[src/cbm_pkg.sv]
`default_nettype none
package cbm_pkg;

  localparam int ROM_ADDR_BITS_DEF = 23;
  localparam int RAM_ADDR_BITS_DEF = 17;
  localparam int CFG_ADDR_W        = 4;
  localparam int CFG_DATA_W        = 32;

  // mapper kinds
  localparam logic [2:0] KIND_NONE = 3'd0;
  localparam logic [2:0] KIND_MBC1 = 3'd1;
  localparam logic [2:0] KIND_MBC2 = 3'd2;
  localparam logic [2:0] KIND_MBC3 = 3'd3;
  localparam logic [2:0] KIND_MBC5 = 3'd4;

  // result targets
  localparam logic [2:0] TGT_NONE = 3'd0;
  localparam logic [2:0] TGT_ROM  = 3'd1;
  localparam logic [2:0] TGT_RAM  = 3'd2;
  localparam logic [2:0] TGT_NIB  = 3'd3;
  localparam logic [2:0] TGT_BOOT = 3'd4;
  localparam logic [2:0] TGT_OPEN = 3'd5;

  // access kinds
  localparam logic FUNC_READ  = 1'b0;
  localparam logic FUNC_WRITE = 1'b1;

  // configuration register indexes
  localparam logic [1:0] REG_MAPPER_KIND   = 2'd0;
  localparam logic [1:0] REG_ROM_BANK_BITS = 2'd1;
  localparam logic [1:0] REG_COLOUR_MODE   = 2'd2;

  localparam logic [15:0] BOOT_OFF_ADDR = 16'hFF50;
  localparam logic [7:0]  RAM_EN_KEY    = 8'h0A;
  localparam logic [3:0]  RAM_BANK_MAX  = 4'h7;
  localparam logic [3:0]  RTC_SEL_MAX   = 4'hC;
  localparam logic [3:0]  BANK_BITS_MIN = 4'd1;
  localparam logic [3:0]  BANK_BITS_MAX = 4'd9;
  localparam logic [3:0]  SMALL_BITS    = 4'd5;

  typedef struct packed {
    logic [2:0] mapper_kind;
    logic [3:0] rom_bank_bits;
    logic       colour_mode;
  } cfg_t;

  typedef struct packed {
    logic       ram_on;
    logic [8:0] rom_bank;
    logic [3:0] ram_bank;
    logic       bank_mode;
    logic       rtc_mapped;
    logic       boot_done;
  } mst_t;

  typedef struct packed {
    logic        func;
    logic [15:0] bus_addr;
    logic [7:0]  wdata;
    logic        dma_busy;
  } req_t;

  typedef struct packed {
    logic [2:0]  target;
    logic [22:0] mem_addr;
    logic [7:0]  ram_wdata;
    logic        ram_we;
  } rsp_t;

endpackage
`default_nettype wire

[src/cbm_if.sv]
`default_nettype none
interface cbm_in_if;
  logic        valid;
  logic        ready;
  logic        func;
  logic [15:0] bus_addr;
  logic [7:0]  wdata;
  logic        dma_busy;

  modport source (output valid, output func, output bus_addr, output wdata,
                  output dma_busy, input ready);
  modport sink (input valid, input func, input bus_addr, input wdata,
                input dma_busy, output ready);
endinterface

interface cbm_out_if;
  logic        valid;
  logic        ready;
  logic [2:0]  target;
  logic [22:0] mem_addr;
  logic [7:0]  ram_wdata;
  logic        ram_we;

  modport source (output valid, output target, output mem_addr, output ram_wdata,
                  output ram_we, input ready);
  modport sink (input valid, input target, input mem_addr, input ram_wdata,
                input ram_we, output ready);
endinterface
`default_nettype wire

[src/cartridge_bank_mapper_core.sv]
// cartridge bank mapper: translates one cpu bus access per cycle, barring output stalls,
// into a target (boot rom, cartridge rom, external ram, ram low nibble, open bus or none)
// and a physical address, and keeps the mbc1/mbc2/mbc3/mbc5 bank registers that bus
// writes program. an access passes the input register, then the result register; one
// access is accepted every cycle unless stalled, and register updates made by a write are
// seen by the very next access. throughput is set by the single combinational translation
// stage between them. set the mapper kind, rom bank count and colour mode through the
// apb-style port only while no access is in flight; the block does not enforce it.
`default_nettype none
module cartridge_bank_mapper_core #(
  parameter int ROM_ADDR_BITS = cbm_pkg::ROM_ADDR_BITS_DEF,
  parameter int RAM_ADDR_BITS = cbm_pkg::RAM_ADDR_BITS_DEF
) (
  input  wire                            clk,
  input  wire                            rst_n,
  cbm_in_if.sink                         in_ch,
  cbm_out_if.source                      out_ch,
  input  wire                            cfg_psel,
  input  wire                            cfg_penable,
  input  wire                            cfg_pwrite,
  input  wire [cbm_pkg::CFG_ADDR_W-1:0]  cfg_paddr,
  input  wire [cbm_pkg::CFG_DATA_W-1:0]  cfg_pwdata,
  output logic [cbm_pkg::CFG_DATA_W-1:0] cfg_prdata,
  output logic                           cfg_pready
);

  cbm_pkg::cfg_t cfg_r;
  cbm_pkg::mst_t st_r;
  cbm_pkg::mst_t st_nxt;
  cbm_pkg::req_t s1_req_r;
  cbm_pkg::rsp_t out_rsp_r;
  cbm_pkg::rsp_t rsp_nxt;
  logic          s1_v_r;
  logic          out_v_r;
  logic          out_take;
  logic          s1_adv;
  logic          in_xfer;
  logic          cfg_wr;
  logic [1:0]    cfg_idx;

  assign cfg_pready = 1'b1;
  assign cfg_wr     = cfg_psel && cfg_penable && cfg_pwrite && cfg_pready;
  assign cfg_idx    = cfg_paddr[3:2];

  always_comb begin
    case (cfg_idx)
      cbm_pkg::REG_MAPPER_KIND:   cfg_prdata = {29'd0, cfg_r.mapper_kind};
      cbm_pkg::REG_ROM_BANK_BITS: cfg_prdata = {28'd0, cfg_r.rom_bank_bits};
      cbm_pkg::REG_COLOUR_MODE:   cfg_prdata = {31'd0, cfg_r.colour_mode};
      default:                    cfg_prdata = '0;
    endcase
  end

  always_ff @(posedge clk) begin
    if (!rst_n) begin
      cfg_r.mapper_kind   <= cbm_pkg::KIND_NONE;
      cfg_r.rom_bank_bits <= cbm_pkg::BANK_BITS_MIN;
      cfg_r.colour_mode   <= 1'b0;
    end else if (cfg_wr) begin
      case (cfg_idx)
        cbm_pkg::REG_MAPPER_KIND:   cfg_r.mapper_kind   <= cfg_pwdata[2:0];
        cbm_pkg::REG_ROM_BANK_BITS: cfg_r.rom_bank_bits <= cfg_pwdata[3:0];
        cbm_pkg::REG_COLOUR_MODE:   cfg_r.colour_mode   <= cfg_pwdata[0];
        default:                    cfg_r               <= cfg_r;
      endcase
    end
  end

  // two-register pipeline with flow control
  assign out_take     = !out_v_r || out_ch.ready;
  assign s1_adv       = s1_v_r && out_take;
  assign in_ch.ready  = !s1_v_r || out_take;
  assign in_xfer      = in_ch.valid && in_ch.ready;

  always_ff @(posedge clk) begin
    if (!rst_n) begin
      s1_v_r <= 1'b0;
    end else if (in_xfer) begin
      s1_v_r <= 1'b1;
    end else if (s1_adv) begin
      s1_v_r <= 1'b0;
    end
  end

  always_ff @(posedge clk) begin
    if (in_xfer) begin
      s1_req_r.func     <= in_ch.func;
      s1_req_r.bus_addr <= in_ch.bus_addr;
      s1_req_r.wdata    <= in_ch.wdata;
      s1_req_r.dma_busy <= in_ch.dma_busy;
    end
  end

  cbm_xlate #(
    .ROM_ADDR_BITS (ROM_ADDR_BITS),
    .RAM_ADDR_BITS (RAM_ADDR_BITS)
  ) u_xlate (
    .cfg    (cfg_r),
    .st     (st_r),
    .req    (s1_req_r),
    .st_upd (st_nxt),
    .rsp    (rsp_nxt)
  );

  always_ff @(posedge clk) begin
    if (!rst_n) begin
      st_r <= '0;
    end else if (s1_adv) begin
      st_r <= st_nxt;
    end
  end

  always_ff @(posedge clk) begin
    if (!rst_n) begin
      out_v_r <= 1'b0;
    end else if (s1_adv) begin
      out_v_r <= 1'b1;
    end else if (out_ch.ready) begin
      out_v_r <= 1'b0;
    end
  end

  always_ff @(posedge clk) begin
    if (s1_adv) begin
      out_rsp_r <= rsp_nxt;
    end
  end

  assign out_ch.valid     = out_v_r;
  assign out_ch.target    = out_rsp_r.target;
  assign out_ch.mem_addr  = out_rsp_r.mem_addr;
  assign out_ch.ram_wdata = out_rsp_r.ram_wdata;
  assign out_ch.ram_we    = out_rsp_r.ram_we;

endmodule
`default_nettype wire

[src/cbm_xlate.sv]
`default_nettype none
module cbm_xlate #(
  parameter int ROM_ADDR_BITS = cbm_pkg::ROM_ADDR_BITS_DEF,
  parameter int RAM_ADDR_BITS = cbm_pkg::RAM_ADDR_BITS_DEF
) (
  input  var cbm_pkg::cfg_t cfg,
  input  var cbm_pkg::mst_t st,
  input  var cbm_pkg::req_t req,
  output cbm_pkg::mst_t     st_upd,
  output cbm_pkg::rsp_t     rsp
);

  localparam logic [22:0] ROM_MASK = 23'((64'd1 << ROM_ADDR_BITS) - 64'd1);
  localparam logic [16:0] RAM_MASK = 17'((64'd1 << RAM_ADDR_BITS) - 64'd1);

  logic [3:0]  bits;
  logic [8:0]  cnt_mask;
  logic [4:0]  r5;
  logic [8:0]  sbank;
  logic [8:0]  sw_bank;
  logic        big_rom;
  logic [15:0] a;
  logic [3:0]  lo;
  logic        is_rom;
  logic        is_ram;
  logic        lo_area;
  logic        boot;
  logic [16:0] bank_ram_addr;
  logic [16:0] mbc1_ram_addr;
  logic [22:0] fixed_addr;
  logic [22:0] sw_addr;
  logic        store;
  logic [16:0] store_addr;

  always_comb begin
    if (cfg.rom_bank_bits < cbm_pkg::BANK_BITS_MIN) begin
      bits = cbm_pkg::BANK_BITS_MIN;
    end else if (cfg.rom_bank_bits > cbm_pkg::BANK_BITS_MAX) begin
      bits = cbm_pkg::BANK_BITS_MAX;
    end else begin
      bits = cfg.rom_bank_bits;
    end
    cnt_mask = ~(9'h1FF << bits);
    big_rom  = bits > cbm_pkg::SMALL_BITS;
    r5       = (st.rom_bank[4:0] == 5'd0) ? 5'd1 : st.rom_bank[4:0];
    if (big_rom) begin
      sbank = {2'd0, st.ram_bank[1:0], r5} & cnt_mask;
    end else begin
      sbank = {4'd0, r5} & cnt_mask;
    end

    a       = req.bus_addr;
    lo      = req.wdata[3:0];
    is_rom  = !a[15];
    is_ram  = a[15:13] == 3'b101;
    lo_area = a[15:14] == 2'b00;
    boot    = !st.boot_done && (a < 16'h0100 ||
              (cfg.colour_mode && a >= 16'h0200 && a < 16'h0900));

    bank_ram_addr = {st.ram_bank, a[12:0]};
    mbc1_ram_addr = st.bank_mode ? {2'd0, st.ram_bank[1:0], a[12:0]} : {4'd0, a[12:0]};

    if (cfg.mapper_kind == cbm_pkg::KIND_MBC1 || cfg.mapper_kind == cbm_pkg::KIND_MBC2) begin
      sw_bank = sbank;
    end else begin
      sw_bank = st.rom_bank;
    end
    sw_addr = {sw_bank, a[13:0]} & ROM_MASK;
    if (cfg.mapper_kind == cbm_pkg::KIND_MBC1 && big_rom && st.bank_mode) begin
      fixed_addr = {2'd0, st.ram_bank[1:0], 5'd0, a[13:0]} & ROM_MASK;
    end else begin
      fixed_addr = {9'd0, a[13:0]} & ROM_MASK;
    end

    st_upd     = st;
    rsp        = '0;
    store      = 1'b0;
    store_addr = '0;

    if (req.func == cbm_pkg::FUNC_READ) begin
      if (is_rom || is_ram) begin
        if (cfg.mapper_kind > cbm_pkg::KIND_MBC5) begin
          rsp.target = cbm_pkg::TGT_OPEN;
        end else if (lo_area && boot) begin
          rsp.target   = cbm_pkg::TGT_BOOT;
          rsp.mem_addr = {7'd0, a};
        end else if (cfg.mapper_kind == cbm_pkg::KIND_NONE) begin
          if (is_rom) begin
            rsp.target   = cbm_pkg::TGT_ROM;
            rsp.mem_addr = {7'd0, a} & ROM_MASK;
          end else begin
            rsp.target   = cbm_pkg::TGT_RAM;
            rsp.mem_addr = {10'd0, a[12:0]} & {6'd0, RAM_MASK};
          end
        end else if (lo_area) begin
          rsp.target   = cbm_pkg::TGT_ROM;
          rsp.mem_addr = fixed_addr;
        end else if (is_rom) begin
          rsp.target   = cbm_pkg::TGT_ROM;
          rsp.mem_addr = sw_addr;
        end else begin
          case (cfg.mapper_kind)
            cbm_pkg::KIND_MBC1: begin
              if (!st.ram_on) begin
                rsp.target = cbm_pkg::TGT_OPEN;
              end else begin
                rsp.target   = cbm_pkg::TGT_RAM;
                rsp.mem_addr = {6'd0, mbc1_ram_addr & RAM_MASK};
              end
            end
            cbm_pkg::KIND_MBC2: begin
              if (!st.ram_on) begin
                rsp.target = cbm_pkg::TGT_OPEN;
              end else begin
                rsp.target   = cbm_pkg::TGT_NIB;
                rsp.mem_addr = {14'd0, a[8:0]} & {6'd0, RAM_MASK};
              end
            end
            cbm_pkg::KIND_MBC3: begin
              if (st.rtc_mapped) begin
                rsp.target = cbm_pkg::TGT_OPEN;
              end else begin
                rsp.target   = cbm_pkg::TGT_RAM;
                rsp.mem_addr = {6'd0, bank_ram_addr & RAM_MASK};
              end
            end
            default: begin
              if (!st.ram_on) begin
                rsp.target = cbm_pkg::TGT_OPEN;
              end else begin
                rsp.target   = cbm_pkg::TGT_RAM;
                rsp.mem_addr = {6'd0, bank_ram_addr & RAM_MASK};
              end
            end
          endcase
        end
      end
    end else begin
      if (a == cbm_pkg::BOOT_OFF_ADDR) begin
        st_upd.boot_done = 1'b1;
      end
      case (cfg.mapper_kind)
        cbm_pkg::KIND_NONE: begin
          if (is_ram && !req.dma_busy) begin
            store      = 1'b1;
            store_addr = {4'd0, a[12:0]};
          end
        end
        cbm_pkg::KIND_MBC1: begin
          if (a <= 16'h1FFF) begin
            st_upd.ram_on = req.wdata == cbm_pkg::RAM_EN_KEY;
          end else if (a <= 16'h3FFF) begin
            st_upd.rom_bank = {4'd0, req.wdata[4:0]};
          end else if (a <= 16'h5FFF) begin
            st_upd.ram_bank = {2'd0, req.wdata[1:0]};
          end else if (a <= 16'h7FFF) begin
            st_upd.bank_mode = req.wdata[0];
          end else if (is_ram && !req.dma_busy && st.ram_on) begin
            store      = 1'b1;
            store_addr = mbc1_ram_addr;
          end
        end
        cbm_pkg::KIND_MBC2: begin
          if (a <= 16'h3FFF) begin
            if (!a[8]) begin
              st_upd.ram_on = lo == cbm_pkg::RAM_EN_KEY[3:0] && req.wdata[7:4] == 4'd0 ?
                              1'b1 : (lo == cbm_pkg::RAM_EN_KEY[3:0]);
            end else begin
              st_upd.rom_bank = {5'd0, lo};
            end
          end
        end
        cbm_pkg::KIND_MBC3: begin
          if (a <= 16'h1FFF) begin
            st_upd.ram_on = req.wdata == cbm_pkg::RAM_EN_KEY;
          end else if (a <= 16'h3FFF) begin
            st_upd.rom_bank = (req.wdata == 8'd0) ? 9'd1 : {1'b0, req.wdata};
          end else if (a <= 16'h5FFF) begin
            if (lo <= cbm_pkg::RAM_BANK_MAX) begin
              st_upd.rtc_mapped = 1'b0;
              st_upd.ram_bank   = lo;
            end else if (lo <= cbm_pkg::RTC_SEL_MAX) begin
              st_upd.rtc_mapped = 1'b1;
            end else begin
              st_upd.rtc_mapped = 1'b0;
            end
          end else if (is_ram && !req.dma_busy) begin
            store      = 1'b1;
            store_addr = bank_ram_addr;
          end
        end
        cbm_pkg::KIND_MBC5: begin
          if (a <= 16'h1FFF) begin
            st_upd.ram_on = req.wdata == cbm_pkg::RAM_EN_KEY;
          end else if (a <= 16'h2FFF) begin
            st_upd.rom_bank = {st.rom_bank[8], req.wdata};
          end else if (a <= 16'h3FFF) begin
            st_upd.rom_bank = {req.wdata[0], st.rom_bank[7:0]};
          end else if (a <= 16'h5FFF) begin
            st_upd.ram_bank = lo;
          end else if (is_ram && !req.dma_busy) begin
            store      = 1'b1;
            store_addr = bank_ram_addr;
          end
        end
        default: begin
          store = 1'b0;
        end
      endcase
      if (store) begin
        rsp.target    = cbm_pkg::TGT_RAM;
        rsp.mem_addr  = {6'd0, store_addr & RAM_MASK};
        rsp.ram_wdata = req.wdata;
        rsp.ram_we    = 1'b1;
      end
    end
  end

endmodule
`default_nettype wire

[src/flat_wrapper.sv]
// flat-port wrapper written by rule: the top's interface ports become plain ports
module cartridge_bank_mapper_core_flat 
#(
  parameter int ROM_ADDR_BITS = cbm_pkg::ROM_ADDR_BITS_DEF,
  parameter int RAM_ADDR_BITS = cbm_pkg::RAM_ADDR_BITS_DEF
)
  (clk, rst_n, cfg_psel, cfg_penable, cfg_pwrite, cfg_paddr, cfg_pwdata, cfg_prdata, cfg_pready, in_ch_valid, in_ch_func, in_ch_bus_addr, in_ch_wdata, in_ch_dma_busy, in_ch_ready, out_ch_valid, out_ch_target, out_ch_mem_addr, out_ch_ram_wdata, out_ch_ram_we, out_ch_ready);
  cbm_in_if in_ch_i ();
  cbm_out_if out_ch_i ();
  input  wire clk;
  input  wire rst_n;
  input  wire cfg_psel;
  input  wire cfg_penable;
  input  wire cfg_pwrite;
  input  wire [cbm_pkg::CFG_ADDR_W-1:0] cfg_paddr;
  input  wire [cbm_pkg::CFG_DATA_W-1:0] cfg_pwdata;
  output logic [cbm_pkg::CFG_DATA_W-1:0] cfg_prdata;
  output logic cfg_pready;
  input wire logic [$bits(in_ch_i.valid)-1:0] in_ch_valid;
  input wire logic [$bits(in_ch_i.func)-1:0] in_ch_func;
  input wire logic [$bits(in_ch_i.bus_addr)-1:0] in_ch_bus_addr;
  input wire logic [$bits(in_ch_i.wdata)-1:0] in_ch_wdata;
  input wire logic [$bits(in_ch_i.dma_busy)-1:0] in_ch_dma_busy;
  output wire logic [$bits(in_ch_i.ready)-1:0] in_ch_ready;
  output wire logic [$bits(out_ch_i.valid)-1:0] out_ch_valid;
  output wire logic [$bits(out_ch_i.target)-1:0] out_ch_target;
  output wire logic [$bits(out_ch_i.mem_addr)-1:0] out_ch_mem_addr;
  output wire logic [$bits(out_ch_i.ram_wdata)-1:0] out_ch_ram_wdata;
  output wire logic [$bits(out_ch_i.ram_we)-1:0] out_ch_ram_we;
  input wire logic [$bits(out_ch_i.ready)-1:0] out_ch_ready;
  assign in_ch_i.valid = in_ch_valid;
  assign in_ch_i.func = in_ch_func;
  assign in_ch_i.bus_addr = in_ch_bus_addr;
  assign in_ch_i.wdata = in_ch_wdata;
  assign in_ch_i.dma_busy = in_ch_dma_busy;
  assign in_ch_ready = in_ch_i.ready;
  assign out_ch_valid = out_ch_i.valid;
  assign out_ch_target = out_ch_i.target;
  assign out_ch_mem_addr = out_ch_i.mem_addr;
  assign out_ch_ram_wdata = out_ch_i.ram_wdata;
  assign out_ch_ram_we = out_ch_i.ram_we;
  assign out_ch_i.ready = out_ch_ready;
  cartridge_bank_mapper_core #(.ROM_ADDR_BITS(ROM_ADDR_BITS), .RAM_ADDR_BITS(RAM_ADDR_BITS)) u_core (.clk(clk), .rst_n(rst_n), .in_ch(in_ch_i), .out_ch(out_ch_i), .cfg_psel(cfg_psel), .cfg_penable(cfg_penable), .cfg_pwrite(cfg_pwrite), .cfg_paddr(cfg_paddr), .cfg_pwdata(cfg_pwdata), .cfg_prdata(cfg_prdata), .cfg_pready(cfg_pready));
endmodule
[config.mk]
export PLATFORM = sky130hd
export DESIGN_NAME = cartridge_bank_mapper_core_flat
export DESIGN_NICKNAME = d
export VERILOG_FILES = /design/src/cbm_pkg.sv /design/src/cbm_if.sv /design/src/cartridge_bank_mapper_core.sv /design/src/cbm_xlate.sv /design/src/flat_wrapper.sv
export SDC_FILE = /design/constraint.sdc
export NUM_CORES = 1
export LEC_CHECK = 0
export ABC_CLOCK_PERIOD_IN_PS = 2400
export BUFFER_PORTS_ARGS = -buffer_cell sky130_fd_sc_hd__buf_4
export CAP_MARGIN = 20
export CORE_ASPECT_RATIO = 0.75
export CORE_UTILIZATION = 51
export CTS_CLUSTER_DIAMETER = 80
export CTS_CLUSTER_SIZE = 8
export DETAILED_ROUTE_END_ITERATION = 10
export PLACE_DENSITY = 0.8
export SLEW_MARGIN = 10
export SYNTH_ARGS = -nofsm -noshare
export SYNTH_HDL_FRONTEND = slang
export SYNTH_SLANG_ARGS = --single-unit
[constraint.sdc]
create_clock -name clk -period 2.4 [get_ports clk]
set_clock_uncertainty 0.15 [all_clocks]
set_input_delay 0.6 -clock clk [delete_from_list [all_inputs] [get_ports clk]]
set_output_delay 0.6 -clock clk [all_outputs]
set_load 0.02 [all_outputs]
==> flow_summary.ini <==
[setup_path]
critPathCaptureType = flip-flop
critPathMaxFanout = 11
worstPathRequired_ps = 2470
criticalPathCategory = flip-flop to flip-flop
cpMaxStageDelayCell = a2111oi_4
slowest_delay_ps = 570
cp-start-kind = flip-flop
timing.critical_path.cells = buf_4 -> nor2b_1 -> o21ai_1 -> a2111oi_4 -> mux2i_1 -> nor2_1
crit_family = compound AO/OA/AOI/OAI gates
cp_num_buf_inv = 1
worstPathArrival_ps = 2320

[pwr]
p_leak_nw = 2.04
internal-power_mw = 2.65
p_comb_share_pct = 9.6
powerDensity_nw_per_um2 = 650
p_clk_share_pct = 41.3
power_frac_seq_pct = 49.1
peakVddDrop_uv = 396
p_sw_share_pct = 24.5
switchingPower_uw = 859

[sta]
rsz0062_at_grt = no
relSlewSlack_pct = 59.8
fmax_ghz = 0.445
fin_tns_setup_ps = 0
hold_violations = 0
drv_slew = 0
period_share_pct = 93.6
finalSetupViolCount = 0
worst_slew_pin_slew_ps = 598
post-route-min-period_ps = 2250

[synth]
synth_edf_count = 61
synth_area_per_cell_sq_um = 11.1
yosys_most_used_dff = edfxtp_1
syn_area_sq_um = 4350
async_flop_share_pct = 0
synthCells = 391
synth_seq_cells = 88
yosysSeqAreaShare_pct = 54.6
yosysUniqueCellTypes = 62
yosysWarnings = 0

[cts]
cts_buffers = 9
insertion_delay_ps = 340
htree_levels = 3
clockBufferDepth = 2
cts_tree = yes
clockRootBuffer = clkbuf_16
numClockSinks = 88
path_clk_slew_ps = 70
hold_buffers = 0

[placed_design]
io_buffers = 79
gp_congestion = 0.924
place_hpwl_mm = 7.18

[global_routing]
grt_pass1_wl_mm = 15.3
grtUsageTotal_pct = 23.5
first_global_vias = 3086
grt-ovfl-total = 0
antenna_found_initial = 0
grt_max_degree = 36

[routing]
routed_via_density = 5.55
vias = 3322
avgRoutedWirePerCell_um = 16.4
antenna_left = 0
drt_first_pass_iters = 4
wirelength_mm = 9.82
drt_iter0_drc = 189
drc_errors = 0

[outcome]
status = complete, no violations

[floorplan]
die_y_um = 82.0
die-area_sq_um = 8900
fp.dieW_um = 109
rows = 28
ios = 139
core_area_sq_um = 8060
start_util_pct = 53.9

[cells_and_area]
nets = 558
final_util_pct = 67.0
final_common_cell = buf_4
area_growth_pct = 24.3
diodes = 0
drive_above_1_share_pct = 27.9
final_cell_mix = buf_4, edfxtp_1, nor2_1

[flow_run]
maxCapViolCount = 0

[hold_path]
hold_path.class = input port to flip-flop
## power groups by stage
stage	Clock [mW]	Combinational, mW	Sequential (mW)
final	1.45	0.336	1.72
after global routing	1.54	0.363	1.73
after CTS	1.48	0.336	1.72
after detailed placement	0	0.335	1.75
after global placement	0	0.328	1.75
after floorplan	0	0.188	1.78
## metrics by stage
stage	hold WS (ps)	area [sq um]	worst slack (ps)	total power [mW]	cells
6_report	282	5400	154	3.51	599
3_3_place_gp	311	5090	244	2.08	583
3_5_place_dp	312	5090	169	2.09	583
5_1_grt	266	5400	9.65	3.63	599
2_1_floorplan	291	4450	248	1.97	418
4_1_cts	272	5400	154	3.53	599
## per-layer routing
metal / global-route usage [%] / share of wire [%] / vias up
met1: 29.9 / 43 / 1567
met4: 9.59 / 1.6 / 0
li1: - / - / 1585
met5: 0 / 0 / -
met2: 39.6 / 49 / 153
met3: 4.68 / 6.9 / 17
## final cells by class
type	instances	area, sq um
clock buffers	9	225
well taps	105	131
inverters	5	18.8
clock inverters	7	86.3
fillers	611	2660
flip-flops and latches	88	2370
multi-input cells	278	1750
repair buffers	107	816
## synth_stat cells, drive strengths merged (2+ instances only)
cell | count | area, sq um
nand4 | 2 | 12.5
clkbuf | 7 | 26.3
inv | 5 | 18.8
nor4 | 6 | 37.5
o21ba | 2 | 20.0
nand4b | 5 | 43.8
a21o | 5 | 37.5
nor2b | 18 | 113
nand2b | 9 | 63.8
a211oi | 4 | 30.0
edfxtp | 61 | 1830
o31ai | 2 | 20.0
o2bb2ai | 2 | 17.5
a21oi | 25 | 133
o2111ai | 2 | 17.5
o21a | 3 | 30.0
nand3b | 3 | 22.5
conb | 2 | 7.51
nor4b | 4 | 35.0
nor3b | 5 | 42.5
nor3 | 5 | 30.0
nand3 | 14 | 70.1
nand2 | 16 | 60.1
and2 | 16 | 100
a2111oi | 2 | 55.1
and2b | 2 | 15.0
a32o | 5 | 50.1
mux2i | 14 | 140
dfxtp | 27 | 541
a311oi | 2 | 35.0
o21ai | 23 | 115
and3b | 3 | 26.3
nor2 | 34 | 130
buf | 40 | 279
## final timing paths
kind,depth (start not counted),end,from,slack (ps)
max,6,u_core.st_r[6],u_core.cfg_r[6],150
min,1,u_core.s1_req_r[16],in_ch_bus_addr[7],280
max reg2reg,6,u_core.st_r[6],u_core.cfg_r[6],150
min reg2reg,1,u_core.st_r[0],u_core.st_r[0],330
## state kept, by name, indices dropped and copies added (netlist names)
name,flops
u_core.s1_req_r,26
u_core.out_ch.mem_addr,23
u_core.st_r,17
u_core.cfg_r,8
u_core.out_ch.ram_wdata,8
u_core.out_ch.target,3
u_core.out_ch.ram_we,1
u_core.out_ch.valid,1
u_core.s1_v_r,1
## cells by family after synthesis
kind of cell    after synthesis  share of synthesized area (%)
simple gates                148                           19.7
buf+inv                      52                           7.46
flops                        88                           54.6
mux                          14                           3.22
other cells                   2                          0.173
compound gates               87                           14.9
## timing repair
action / 4_1_cts / 5_1_grt
endpoints found under the setup margin: 0 / 1
endpoints found under the hold margin: 0 / 0
resized for setup: 0 / 1
buffers inserted: 0 / 0
Note: power is estimated with default switching activity, not from simulation.
